--- src/rtl/core/u2u8_pkg.sv ---
`timescale 1ns / 1ps
// ----------------------------------------------------------------------------
// u2u8_pkg: shared types and constants of the UTF-16 to UTF-8 transcoder
// Holds the surrogate range limits, the queue entry layout and the queue
// status group used between the front end, the queue and the back end.
// ----------------------------------------------------------------------------
package u2u8_pkg;

  localparam int unsigned UnitW      = 16;
  localparam int unsigned ByteW      = 8;
  localparam int unsigned CodePointW = 21;
  localparam int unsigned HighBitsW  = 10;
  localparam int unsigned MaxBytes   = 4;
  localparam int unsigned ByteIdxW   = 2;

  // Default depth of the queue between front end and back end.
  localparam int unsigned QueueDepthDef = 2;

  localparam logic [UnitW-1:0] HiFirst = 16'hD800;
  localparam logic [UnitW-1:0] HiLast  = 16'hDBFF;
  localparam logic [UnitW-1:0] LoFirst = 16'hDC00;
  localparam logic [UnitW-1:0] LoLast  = 16'hDFFF;

  localparam logic [CodePointW-1:0] SuppBase   = 21'h10000;
  localparam logic [CodePointW-1:0] SubstChar  = 21'h00003F;
  localparam logic [CodePointW-1:0] OneByteLim = 21'h000080;
  localparam logic [CodePointW-1:0] TwoByteLim = 21'h000800;

  typedef enum logic [1:0] {
    ClassPlain,
    ClassHigh,
    ClassLow
  } unit_class_e;

  // One encoded code point waiting to be sent out byte by byte.
  typedef struct packed {
    logic [MaxBytes-1:0][ByteW-1:0] bytes;     // bytes[0] goes out first
    logic [ByteIdxW-1:0]            last_idx;  // index of the final byte
    logic                           str_end;   // unit closed the string
  } enc_entry_t;

  typedef struct packed {
    logic full;
    logic empty;
  } q_status_t;

endpackage

--- src/rtl/core/u2u8_front.sv ---
`timescale 1ns / 1ps
// ----------------------------------------------------------------------------
// u2u8_front: code unit classification and UTF-8 encoding
// Classifies each accepted unit, keeps a pending high surrogate, forms the
// code point and encodes it into one to four bytes for the queue.
// ----------------------------------------------------------------------------
module u2u8_front (
  input  logic                         clk_i,
  input  logic                         rst_ni,
  input  logic                         accept_i,
  input  logic [u2u8_pkg::UnitW-1:0]   code_unit_i,
  input  logic                         string_end_i,
  output logic                         enq_o,
  output u2u8_pkg::enc_entry_t         entry_o
);
  import u2u8_pkg::*;

  logic [HighBitsW-1:0]  held_bits_q, held_bits_d;
  logic                  held_q, held_d;
  unit_class_e           unit_class;
  logic [CodePointW-1:0] code_point;
  logic                  hold_unit;

  always_comb begin
    if (code_unit_i >= HiFirst && code_unit_i <= HiLast) begin
      unit_class = ClassHigh;
    end else if (code_unit_i >= LoFirst && code_unit_i <= LoLast) begin
      unit_class = ClassLow;
    end else begin
      unit_class = ClassPlain;
    end
  end

  assign hold_unit = (unit_class == ClassHigh) && !string_end_i;

  always_comb begin
    case (unit_class)
      ClassHigh: begin
        code_point = SubstChar;
      end
      ClassLow: begin
        if (held_q) begin
          code_point = SuppBase + {1'b0, held_bits_q, code_unit_i[HighBitsW-1:0]};
        end else begin
          code_point = SubstChar;
        end
      end
      default: begin
        code_point = {5'd0, code_unit_i};
      end
    endcase
  end

  always_comb begin
    entry_o.str_end = string_end_i;
    entry_o.bytes   = '0;
    if (code_point < OneByteLim) begin
      entry_o.last_idx = 2'd0;
      entry_o.bytes[0] = code_point[7:0];
    end else if (code_point < TwoByteLim) begin
      entry_o.last_idx = 2'd1;
      entry_o.bytes[0] = {3'b110, code_point[10:6]};
      entry_o.bytes[1] = {2'b10, code_point[5:0]};
    end else if (code_point < SuppBase) begin
      entry_o.last_idx = 2'd2;
      entry_o.bytes[0] = {4'b1110, code_point[15:12]};
      entry_o.bytes[1] = {2'b10, code_point[11:6]};
      entry_o.bytes[2] = {2'b10, code_point[5:0]};
    end else begin
      entry_o.last_idx = 2'd3;
      entry_o.bytes[0] = {5'b11110, code_point[20:18]};
      entry_o.bytes[1] = {2'b10, code_point[17:12]};
      entry_o.bytes[2] = {2'b10, code_point[11:6]};
      entry_o.bytes[3] = {2'b10, code_point[5:0]};
    end
  end

  assign enq_o = accept_i && !hold_unit;

  always_comb begin
    held_d      = held_q;
    held_bits_d = held_bits_q;
    if (accept_i) begin
      held_d      = hold_unit;
      held_bits_d = hold_unit ? code_unit_i[HighBitsW-1:0] : '0;
    end
  end

  always_ff @(posedge clk_i or negedge rst_ni) begin
    if (!rst_ni) begin
      held_q      <= 1'b0;
      held_bits_q <= '0;
    end else begin
      held_q      <= held_d;
      held_bits_q <= held_bits_d;
    end
  end

  // Nothing may carry over into the next string.
  a_end_clears_held: assert property (@(posedge clk_i) disable iff (!rst_ni)
    accept_i && string_end_i |=> !held_q)
    else $error("high surrogate still held after end of string");

  // A held high surrogate never produces a queue entry by itself.
  a_hold_no_enq: assert property (@(posedge clk_i) disable iff (!rst_ni)
    accept_i && hold_unit |-> !enq_o ##1 held_q)
    else $error("held high surrogate produced output");

endmodule

--- src/rtl/core/u2u8_queue.sv ---
`timescale 1ns / 1ps
// ----------------------------------------------------------------------------
// u2u8_queue: short entry queue between front end and back end
// A small register queue of encoded code points that decouples the two sides.
// ----------------------------------------------------------------------------
module u2u8_queue #(
  parameter int unsigned Depth = u2u8_pkg::QueueDepthDef
) (
  input  logic                 clk_i,
  input  logic                 rst_ni,
  input  logic                 enq_i,
  input  u2u8_pkg::enc_entry_t enq_entry_i,
  input  logic                 deq_i,
  output u2u8_pkg::enc_entry_t head_o,
  output u2u8_pkg::q_status_t  status_o
);
  import u2u8_pkg::*;

  localparam int unsigned PtrW = (Depth > 1) ? $clog2(Depth) : 1;
  localparam int unsigned CntW = $clog2(Depth + 1);
  localparam logic [PtrW-1:0] LastPtr = PtrW'(Depth - 1);
  localparam logic [CntW-1:0] FullCnt = CntW'(Depth);

  enc_entry_t            slots_q [Depth];
  logic [PtrW-1:0]       wr_ptr_q, wr_ptr_d, rd_ptr_q, rd_ptr_d;
  logic [CntW-1:0]       count_q, count_d;
  logic                  do_enq, do_deq;

  assign status_o.full  = (count_q == FullCnt);
  assign status_o.empty = (count_q == '0);
  assign do_enq = enq_i && !status_o.full;
  assign do_deq = deq_i && !status_o.empty;
  assign head_o = slots_q[rd_ptr_q];

  always_comb begin
    wr_ptr_d = wr_ptr_q;
    rd_ptr_d = rd_ptr_q;
    count_d  = count_q;
    if (do_enq) begin
      wr_ptr_d = (wr_ptr_q == LastPtr) ? '0 : wr_ptr_q + 1'b1;
    end
    if (do_deq) begin
      rd_ptr_d = (rd_ptr_q == LastPtr) ? '0 : rd_ptr_q + 1'b1;
    end
    if (do_enq && !do_deq) begin
      count_d = count_q + 1'b1;
    end else if (do_deq && !do_enq) begin
      count_d = count_q - 1'b1;
    end
  end

  always_ff @(posedge clk_i) begin
    if (do_enq) begin
      slots_q[wr_ptr_q] <= enq_entry_i;
    end
  end

  always_ff @(posedge clk_i or negedge rst_ni) begin
    if (!rst_ni) begin
      wr_ptr_q <= '0;
      rd_ptr_q <= '0;
      count_q  <= '0;
    end else begin
      wr_ptr_q <= wr_ptr_d;
      rd_ptr_q <= rd_ptr_d;
      count_q  <= count_d;
    end
  end

  a_count_range: assert property (@(posedge clk_i) disable iff (!rst_ni)
    count_q <= FullCnt)
    else $error("queue count out of range");

endmodule

--- src/rtl/core/u2u8_back.sv ---
`timescale 1ns / 1ps
// ----------------------------------------------------------------------------
// u2u8_back: byte serializer
// Walks the bytes of the head queue entry into a one-entry output register,
// one byte per cycle unless pop_i stalls, and releases the entry after its final byte.
// ----------------------------------------------------------------------------
module u2u8_back (
  input  logic                          clk_i,
  input  logic                          rst_ni,
  input  u2u8_pkg::enc_entry_t          head_i,
  input  u2u8_pkg::q_status_t           q_status_i,
  output logic                          deq_o,
  input  logic                          pop_i,
  output logic                          empty_o,
  output logic [u2u8_pkg::ByteW-1:0]    out_byte_o,
  output logic                          run_last_o,
  output logic                          string_last_o
);
  import u2u8_pkg::*;

  logic [ByteIdxW-1:0] idx_q, idx_d;
  logic                out_valid_q, out_valid_d;
  logic [ByteW-1:0]    out_byte_q;
  logic                run_last_q, string_last_q;
  logic                load, final_byte;

  assign load       = !q_status_i.empty && (!out_valid_q || pop_i);
  assign final_byte = (idx_q == head_i.last_idx);
  assign deq_o      = load && final_byte;

  always_comb begin
    idx_d       = idx_q;
    out_valid_d = out_valid_q;
    if (load) begin
      idx_d       = final_byte ? '0 : idx_q + 1'b1;
      out_valid_d = 1'b1;
    end else if (pop_i) begin
      out_valid_d = 1'b0;
    end
  end

  always_ff @(posedge clk_i) begin
    if (load) begin
      out_byte_q    <= head_i.bytes[idx_q];
      run_last_q    <= final_byte;
      string_last_q <= final_byte && head_i.str_end;
    end
  end

  always_ff @(posedge clk_i or negedge rst_ni) begin
    if (!rst_ni) begin
      idx_q       <= '0;
      out_valid_q <= 1'b0;
    end else begin
      idx_q       <= idx_d;
      out_valid_q <= out_valid_d;
    end
  end

  assign empty_o       = !out_valid_q;
  assign out_byte_o    = out_byte_q;
  assign run_last_o    = run_last_q;
  assign string_last_o = string_last_q;

  // A partly sent entry stays at the head of the queue.
  a_partial_keeps_head: assert property (@(posedge clk_i) disable iff (!rst_ni)
    idx_q != '0 |-> !q_status_i.empty)
    else $error("byte index running without a queue entry");

  a_idx_in_entry: assert property (@(posedge clk_i) disable iff (!rst_ni)
    !q_status_i.empty |-> idx_q <= head_i.last_idx)
    else $error("byte index past the end of the entry");

  // The string end flag only ever rides on the final byte of a unit.
  a_string_on_run_last: assert property (@(posedge clk_i) disable iff (!rst_ni)
    out_valid_q && string_last_q |-> run_last_q)
    else $error("string end flag on an inner byte");

endmodule

--- src/rtl/core/utf16_to_utf8_transcoder_core.sv ---
`timescale 1ns / 1ps
// ----------------------------------------------------------------------------
// utf16_to_utf8_transcoder_core: UTF-16 code units in, UTF-8 bytes out
// Top level tying the encoding front end, the entry queue and the byte
// serializer together behind two queue-style ports.
// ----------------------------------------------------------------------------
// The block takes one UTF-16 code unit per request on the push/full side and
// delivers the UTF-8 bytes of every finished code point, oldest first, on the
// empty/pop side; run_last_o marks the final byte of each unit's output and
// string_last_o marks that byte when the unit carried string_end_i. A unit is
// classified and encoded in the cycle it is accepted, so a new unit can be
// taken every cycle while the queue has room. The output side moves one byte
// per cycle while pop stays high, through a single output register. A plain
// unit yields one to three UTF-8 bytes and a surrogate pair yields four, its
// high half emitting nothing. A high surrogate is held until the next unit;
// if that is a low surrogate the two form a supplementary code point,
// otherwise the held half is dropped. A lone low surrogate, or a high
// surrogate on the last unit of a string, produces a '?' byte. Nothing is
// held across a string end.
module utf16_to_utf8_transcoder_core #(
  parameter int unsigned QueueDepth = u2u8_pkg::QueueDepthDef
) (
  input  logic                          clk_i,
  input  logic                          rst_ni,
  input  logic                          push,
  output logic                          full,
  input  logic [u2u8_pkg::UnitW-1:0]    code_unit_i,
  input  logic                          string_end_i,
  output logic                          empty,
  input  logic                          pop,
  output logic [u2u8_pkg::ByteW-1:0]    out_byte_o,
  output logic                          run_last_o,
  output logic                          string_last_o
);
  import u2u8_pkg::*;

  logic       accept;
  logic       enq, deq;
  enc_entry_t enq_entry, head;
  q_status_t  q_status;

  // The front end takes a unit whenever the queue has a free slot.
  assign full   = q_status.full;
  assign accept = push && !q_status.full;

  u2u8_front u_front (
    .clk_i        (clk_i),
    .rst_ni       (rst_ni),
    .accept_i     (accept),
    .code_unit_i  (code_unit_i),
    .string_end_i (string_end_i),
    .enq_o        (enq),
    .entry_o      (enq_entry)
  );

  // Encoded code points wait here so either side can stall alone.
  u2u8_queue #(
    .Depth (QueueDepth)
  ) u_queue (
    .clk_i       (clk_i),
    .rst_ni      (rst_ni),
    .enq_i       (enq),
    .enq_entry_i (enq_entry),
    .deq_i       (deq),
    .head_o      (head),
    .status_o    (q_status)
  );

  // The back end streams the head entry out one byte per cycle while pop stays high.
  u2u8_back u_back (
    .clk_i         (clk_i),
    .rst_ni        (rst_ni),
    .head_i        (head),
    .q_status_i    (q_status),
    .deq_o         (deq),
    .pop_i         (pop),
    .empty_o       (empty),
    .out_byte_o    (out_byte_o),
    .run_last_o    (run_last_o),
    .string_last_o (string_last_o)
  );

endmodule

--- config.mk ---
export PLATFORM = sky130hd
export DESIGN_NAME = utf16_to_utf8_transcoder_core
export DESIGN_NICKNAME = d
export VERILOG_FILES = /design/src/rtl/core/u2u8_pkg.sv /design/src/rtl/core/u2u8_front.sv /design/src/rtl/core/u2u8_queue.sv /design/src/rtl/core/u2u8_back.sv /design/src/rtl/core/utf16_to_utf8_transcoder_core.sv
export SDC_FILE = /design/constraint.sdc
export NUM_CORES = 1
export LEC_CHECK = 0
export BUFFER_PORTS_ARGS = -buffer_cell sky130_fd_sc_hd__buf_2
export CAP_MARGIN = 10
export CORE_AREA = 4 4 90 92
export DETAILED_ROUTE_END_ITERATION = 8
export DIE_AREA = 0 0 94 96
export GPL_ROUTABILITY_DRIVEN = 0
export GPL_TIMING_DRIVEN = 0
export PLACE_DENSITY = 0.81
export SLEW_MARGIN = 10
export SYNTH_ARGS = -nofsm -noshare
export SYNTH_HDL_FRONTEND = slang
export SYNTH_SLANG_ARGS = --single-unit
--- constraint.sdc ---
create_clock -name clk_i -period 3.9 [get_ports clk_i]
set_input_delay 0 -clock clk_i [delete_from_list [all_inputs] [get_ports clk_i]]
set_output_delay 0 -clock clk_i [all_outputs]
set_load 0.005 [all_outputs]
==> impl_metrics.csv <==
group,metric,value,unit
clocking,cts_tree,"yes",
route,vias,2774,
sta,finalCritPeriodShare,0.694,
power,power,2860,µW
final_layout,antenna_cells,0,
worst_setup_path,required,4.05,ns
route,first_iter_violations,233,
route,wl,8610,µm
global_routing,grt_overflow,0,
global_routing,grt_max_degree,32,
sta,setup_viol_count_final,0,
route,remaining_drc_errors,0,
worst_setup_path,end_kind,"flip-flop",
final_layout,fin_cells,462,
floorplan,rows,31,
clocking,htree_num_levels,3,
power,p_leak,0.00178,µW
yosys,synthTopCellsByArea,"edfxtp_1 (52%), dfrtp_1 (11%), mux4_2 (7.0%)",
min_path,hp-class,"input pin to flip-flop",
final_layout,utilization,0.666,
sta,hold_viol_final,0,
place,io_buffers,31,
final_layout,final_layout_size_suffix_gt1_frac,0.245,
yosys,synth_area,4180,µm²
floorplan,die_h,96,µm
global_routing,grt_pass1_vias,2775,
floorplan,io_pins,33,
sta,fmax,369,MHz
yosys,synth.distinct_cells,53,
clocking,clk_latency,0.35,ns
route,antenna_left,0,
yosys,yosys_warnings,0,
worst_setup_path,start_kind,"flip-flop",
route,first_pass_iters,5,
yosys,ys_ff_latch,90,
worst_setup_path,arrival,2.86,ns
final_layout,fillerInstances,539,
floorplan,initial_utilization,0.580,
yosys,synth.most_common_cell,"edfxtp_1",
global_routing,grt_pass1_wl,14000,µm
floorplan,die_x,94,µm
final_layout,finalNetCount,381,
global_routing,antenna_found_initial,0,
yosys,syn-mean-instance-area,13.9,µm²
yosys,synth_top_area_frac,0.517,
final_layout,stdcell_area,4800,µm²
sta,rsz0062_at_grt,"false",
clocking,cts_resized,0,
flow_run,max-cap-violations,0,
clocking,clock-sinks,90,
yosys,ys_top_cells_by_count,"edfxtp_1 (72), nor2_1 (26), dfrtp_1 (18), nand2_1 (17), o21ai_0 (15)",
floorplan,coreArea,7210,µm²
clocking,postCtsHoldBufs,13,
yosys,synth_top_area_cell,"edfxtp_1",
clocking,root_buffer,"clkbuf_8",
sta,timing.final.crit_period,2.71,ns
sta,max_slew_margin,0.424,
clocking,postCtsSetupRepairBufs,0,
sta,worst_pin_slew,0.860,ns
sta,skew,0.0110,ns
place,dp.cells,433,
yosys,ys.flop_type,"edfxtp_1",
clocking,cts_buffers,9,
clocking,clockBufferDepth,2,
final_layout,syn_to_final_growth,14.9,%
route,vias_per_cell,6.00,
floorplan,die_area,9020,µm²
status,status,"finished, final reports clean",
power,powerDensity,596,nW/µm²
yosys,syn_inst,301,
worst_setup_path,crit_fanout,10,
sta,whs,0.0794,ns
yosys,ys_seq_area_frac,0.625,
route,avgRoutedWirePerCell,18.6,µm
worst_setup_path,setup.worst_path.class,"flip-flop to flip-flop",
yosys,syn-num-nets,324,
global_routing,track_usage,0.209,
power,ir_drop,0.000423,V
place,dpl_cell_area,4480,µm²
sta,drv_slew,0,
clocking,clk_pin_slew,0.09,ns
place,hpwl,6200,µm
yosys,synth_edf_count,72,
yosys,synthArstFlopShare,0.200,
==> layout by cell type (no fill, tap or decap), drive strengths merged, types with 3 or more instances in the layout <==
cell / n
edfxtp: 72
buf: 39
nor2: 27
dfrtp: 18
clkbuf: 18
nand2: 17
o21ai: 15
mux4: 13
dlygate4sd3: 13
a22o: 11
inv: 10
a21oi: 9
nor3: 8
nand3: 7
mux2: 7
o22ai: 6
xnor2: 6
a21o: 5
mux2i: 5
and2: 5
a31oi: 4
a2bb2oi: 4
nand4: 3
a211oi: 3
a22oi: 3
nand2b: 3
or3: 3
or4b: 3
==> worst max-delay path, stage by stage, from the launching register on <==
cell      delay, ns
dfrtp_1        0.47
ha_1           0.36
nor2_1         0.32
o211a_1        0.34
or2_1          0.13
clkbuf_1       0.18
buf_2          0.25
nand2_1        0.15
o22ai_1        0.31
==> area by class of cell <==
cell class | instances | area (µm²) | share of cell area
clock buffer | 10 | 128 | 0.0266
buffer | 14 | 60.1 | 0.0125
timing repair buffer | 46 | 300 | 0.0625
tap | 99 | 124 | 0.0258
sequential | 90 | 2610 | 0.544
inverter | 8 | 30.0 | 0.00625
multi-input combinational | 189 | 1490 | 0.309
clock inverter | 6 | 65.1 | 0.0135
==> kinds of logic (layout without fill, tap and decap cells) <==
logic type | Yosys count | in the layout | share of synthesized area
compound gates | 69 | 69 | 0.121
xor+xnor | 8 | 8 | 0.0168
fa+ha+maj | 2 | 2 | 0.00598
buf+inv | 22 | 84 | 0.0215
flops | 90 | 90 | 0.625
mux | 25 | 25 | 0.101
simple gates | 85 | 85 | 0.110
==> sequential cells by signal, indices dropped and copies added, names as in the netlist <==
register              cells
u_front.held_bits_q      10
u_back.out_valid_q        1
u_back.run_last_o         1
u_queue.count_q           2
u_front.held_q            1
u_back.idx_q              2
u_queue.rd_ptr_q          1
u_queue.slots_q          62
u_back.out_byte_o         8
u_back.string_last_o      1
u_queue.wr_ptr_q          1
==> metal layers <==
layer / global-route usage / routed length (µm)
met5: 0 / 0
met4: 0.0734 / 192
met3: 0.0399 / 485
met2: 0.357 / 4310
met1: 0.270 / 3630
==> power by group <==
group          internal (µW)  switching (µW)
registers               1340            72.4
logic                    389             444
clock network            299             319
==> path summary, 6_finish.rpt <==
check,startpoint,to,slack [ns],depth (start not counted)
worst max-delay path,u_front.held_bits_q[6],u_queue.slots_q[1][23],1.19,8
worst min-delay path,code_unit_i[12],u_queue.slots_q[1][3],0.08,2
worst max register to register,u_front.held_bits_q[6],u_queue.slots_q[1][23],1.19,8
worst min register to register,u_back.out_valid_q,u_back.out_valid_q,0.50,2
max in group asynchronous,rst_ni,u_queue.rd_ptr_q,3.51,2
min in group asynchronous,rst_ni,u_queue.count_q[0],0.10,2
==> per-stage QoR <==
| step | setup WS, ns | TNS, ns |
|---|---|---|
| detailed placement | 1.29 | 0 |
| finish | 1.19 | 0 |
| floorplan | 0.391 | 0 |
| CTS | 1.26 | 0 |
| global placement | -0.719 | -22.23 |
| global route | 1.07 | 0 |
(Power assumes the default switching activity.)
